[src/sv/csc_pkg.sv]
package csc_pkg;

    localparam int SAMPLE_W = 16;
    localparam int COEF_W   = 18;
    localparam int FRAC     = 16;
    localparam int PADDR_W  = 3;
    localparam int PDATA_W  = 32;

    typedef enum logic [1:0] {
        MODE_RGB_YUV = 2'd0,
        MODE_RGB_YIQ = 2'd1,
        MODE_YUV_RGB = 2'd2,
        MODE_YIQ_RGB = 2'd3
    } t_mode;

    localparam logic [PADDR_W-1:0] ADDR_MODE = 3'd0;

    // [mode][output row][input column], signed Q16
    localparam logic signed [COEF_W-1:0] COEF [4][3][3] = '{
        '{ '{ 18'sd19595,  18'sd38470,   18'sd7471 },
           '{-18'sd11058, -18'sd21710,  18'sd32768 },
           '{ 18'sd32768, -18'sd27439,  -18'sd5329 } },
        '{ '{ 18'sd19595,  18'sd38470,   18'sd7471 },
           '{ 18'sd39059, -18'sd18022, -18'sd21037 },
           '{ 18'sd13894, -18'sd34275,  18'sd20382 } },
        '{ '{ 18'sd65536,       18'sd0,  18'sd91881 },
           '{ 18'sd65536, -18'sd22553, -18'sd46802 },
           '{ 18'sd65536, 18'sd116130,       18'sd0 } },
        '{ '{ 18'sd65536,  18'sd62652,  18'sd40698 },
           '{ 18'sd65536, -18'sd17826, -18'sd42402 },
           '{ 18'sd65536, -18'sd72483, 18'sd111608 } }
    };

endpackage

[src/sv/csc_round.sv]
module csc_round import csc_pkg::*; #(
    parameter int SB = 16,
    parameter int PW = SB + 2 + COEF_W
) (
    input  logic                 i_clk,
    input  logic                 i_load,
    input  logic signed [PW-1:0] i_prod [3][3],
    input  logic                 i_chroma_off,
    output logic [SAMPLE_W-1:0]  o_res [3]
);

    localparam int AW  = PW + 2;
    localparam int SHW = AW - FRAC - 1;
    localparam logic signed [AW-1:0] HALF_OFF = AW'({{SB{1'b1}}, {FRAC{1'b0}}});
    localparam logic signed [AW-1:0] RND      = AW'(2 ** FRAC);
    localparam logic [SHW-1:0]       MAXV_SH  = SHW'({SB{1'b1}});

    logic signed [AW-1:0] acc [3];
    logic signed [AW-1:0] biased [3];
    logic [SHW-1:0]       shifted [3];
    logic [SB-1:0]        sat [3];
    logic [SAMPLE_W-1:0]  r_res [3];

    always_comb begin
        for (int k = 0; k < 3; k++) begin
            acc[k] = AW'(i_prod[k][0]) + AW'(i_prod[k][1]) + AW'(i_prod[k][2]);
            if (i_chroma_off && k > 0) begin
                acc[k] = acc[k] + HALF_OFF;
            end
            biased[k]  = acc[k] + RND;
            shifted[k] = biased[k][AW-1:FRAC+1];
            if (acc[k][AW-1]) begin
                sat[k] = '0;
            end else if (shifted[k] > MAXV_SH) begin
                sat[k] = {SB{1'b1}};
            end else begin
                sat[k] = shifted[k][SB-1:0];
            end
        end
    end

    always_ff @(posedge i_clk) begin
        if (i_load) begin
            for (int k = 0; k < 3; k++) begin
                r_res[k] <= SAMPLE_W'(sat[k]);
            end
        end
    end

    assign o_res = r_res;

endmodule

[config.mk]
export PLATFORM = sky130hd
export DESIGN_NAME = csc_round
export DESIGN_NICKNAME = d
export VERILOG_FILES = /design/src/sv/csc_pkg.sv /design/src/sv/csc_round.sv
export SDC_FILE = /design/constraint.sdc
export NUM_CORES = 1
export LEC_CHECK = 0
export BUFFER_PORTS_ARGS = -buffer_cell sky130_fd_sc_hd__buf_2
export CORE_AREA = 2 2 207 107
export DETAILED_ROUTE_END_ITERATION = 10
export DIE_AREA = 0 0 209 109
export GPL_TIMING_DRIVEN = 0
export PLACE_DENSITY = 0.85
export RECOVER_POWER = 50
export SLEW_MARGIN = 30
export SYNTH_ARGS = -nofsm -noshare
export SYNTH_HDL_FRONTEND = slang
export SYNTH_SLANG_ARGS = --single-unit
[constraint.sdc]
create_clock -name i_clk -period 12.7 [get_ports i_clk]
set_input_delay 1.905 -clock i_clk [delete_from_list [all_inputs] [get_ports i_clk]]
set_output_delay 1.905 -clock i_clk [all_outputs]
set_load 0.1 [all_outputs]
==> results_dict.tcl <==
set metrics [dict create \
    wl_um 35600 \
    ys_top_cells_by_count "134 x a21oi_1, 118 x nand2_1, 113 x ha_1" \
    cap_viol_max_count 1 \
    yosysTopAreaCell "fa_1" \
    gp_congestion 0.993 \
    cp_common_cell "inv_1" \
    startpoint_type "input pin" \
    path_buf_inv 7 \
    grt_max_degree 49 \
    crit_path_start "i_prod[6]" \
    route.vias.total 12500 \
    finish.utilization_pct 68.1 \
    cts_max_level 2 \
    synth_area_sq_mm 0.0120 \
    cts_tree "built" \
    grt_overflow 0 \
    critical_path_class "in2reg" \
    fin_crit_sh_pct 66.3 \
    min_from "i_chroma_off" \
    ant_nets 0 \
    hold_violations 0 \
    avgSynthCellArea_sq_um 8.46 \
    track_usage_pct 30.7 \
    largest_reg_flops 48 \
    place_ws_ps 4150 \
    dieArea_sq_mm 0.0228 \
    rsz0062_at_grt "no" \
    path_clk_slew_ps 60 \
    drt_iter0_markers 1193 \
    numClockSinks 48 \
    maxSlewHeadroom_pct -83.0 \
    grt.met2_usage_pct 48.5 \
    violations "max-capacitance violations, max-slew violations" \
    ys.flop_type "edfxtp_1" \
    vias_per_cell 5.99 \
    cp_slowest_cell "or4b_4" \
    io_buffers 374 \
    ctsRootBufferMaster "clkbuf_16" \
    antenna_found_initial 0 \
    ys_seq_area_share_pct 12.0 \
    status "complete, but fails checks" \
    area_delta_synth_final_pct 19.7 \
    finalSetupViolations 0 \
    async_flop_share_pct 0 \
    slowest_delay_ps 600 \
    numCtsBuffers 5 \
    hold_ws_ps 2360 \
    fmax_mhz 119 \
    netlist.area_leader.share_pct 17.5 \
    fillers 1790 \
    cts.path.max_buffers 2 \
    antennaDiodeCount 0 \
    final_nets 2348 \
    grt_busiest_layer "met2" \
    ctsHoldBuffers 0 \
    yosysMostFrequentCell "a21oi_1" \
    slew_violations 49 \
    multi_input_area_sq_mm 0.0100 \
    tightest_slew_ps 2750 \
    cp.required_ps 12710 \
    syn_nets 1967 \
    dp.final_hpwl_um 30800 \
    leakage_nw 6.51 \
    grt_pass1_wl_um 56400 \
    fin_cells 2083 \
    power_density_mw_per_mm2 153 \
    synth_area_leaders "fa_1 17%, edfxtp_1 12%, ha_1 12%" \
    critPathArrivalTime_ps 8430 \
    core_sq_mm 0.0212 \
    finalWorstSetupSlack_ps 4280 \
    dp.cells 2076 \
    grt_use_met3_pct 6.65 \
    boundaryPins 375 \
    yosys_register_bits 48 \
    syn_inst 1422 \
    first_global_vias 11700 \
    max-vdd-ir-drop_v 0.0000929 \
    drt_pass1_iterations 6 \
    setup_tns_ps 0 \
    drc 0 \
    crit_path_end_kind "flip-flop" \
    synth_warnings 0 \
    regArea_sq_mm 0.00144 \
    post_cts_buffers 0 \
    hold_path_class "in2reg" \
    globalRouteMet1Util_pct 43.5 \
    cts-resized-gates 0 \
    ys_types 99 \
    critPathTopFamily "simple AND/OR/NAND/NOR gates" \
    wl_per_cell_um 17.1 \
    synth_edf_count 48 \
    initial_core_util_pct 56.9 \
    rows 38 \
    drive_gt1_share_pct 23.1 \
    die_h_um 109 \
    dieWidth_um 209 \
    crit_fanout 10 \
    fin_crit_ps 8420 \
]
layout by cell type, fill, tap and decap left out, types with 54 or more instances in the layout:
master / count
nor2_1: 82
nand2_1: 118
clkbuf_1: 54
ha_1: 113
a21oi_1: 134
fa_1: 105
buf_2: 353
xnor2_1: 70
inv_1: 103
o21ai_0: 54
cell families after synthesis:
| logic type | Yosys count | synth area share, % |
|---|---|---|
| adders and majority gates | 220 | 29.4 |
| and+or+nand+nor | 459 | 20.3 |
| buffers and inverters | 141 | 4.67 |
| muxes | 12 | 1.05 |
| DFF | 48 | 12.0 |
| AOI/OAI and AO/OA | 421 | 23.8 |
| xor gates and xnor gates | 121 | 8.81 |
power breakdown:
part           internal, mW  total (mW)  switching, mW  leakage [nW]
sequential            0.241       0.258         0.0170         0.474
clock                 0.112       0.169         0.0568        0.0899
combinational         0.570        1.78           1.21          5.95
worst min-delay path, delay by kind of cell:
kind                       cells  cell delay [ps]
adders and majority gates      1              150
and+or+nand+nor                1               90
buffers and inverters          2              190
AOI/OAI and AO/OA              2              190
worst paths after layout:
kind,cells after the start,slack [ps],end
setup / recovery,25,4280,o_res[1]
hold / removal,6,2360,o_res[0]
per-stage QoR:
stage                     power (mW)  cell area [sq um]
after floorplan                 1.62              12000
after global placement          1.96              14300
after detailed placement        2.00              14300
after CTS                       2.18              14400
after global routing            2.37              14400
final                           2.20              14400
per-layer routing:
layer / wire, um / vias to the layer above
li1: - / 6017
met2: 15500 / 596
met1: 16000 / 5815
met3: 3510 / 45
met4: 568 / 0
met5: 0 / -
final cells by class:
| class | instances | area share, % |
|---|---|---|
| buffer | 38 | 1.22 |
| clock inverter | 2 | 0.417 |
| tap | 280 | 2.43 |
| clock buffer | 5 | 0.868 |
| inverter | 103 | 2.68 |
| timing repair buffer | 374 | 12.8 |
| multi-input combinational | 1233 | 69.6 |
| sequential | 48 | 10.0 |
No activity file was read; power rests on OpenSTA's default activity.
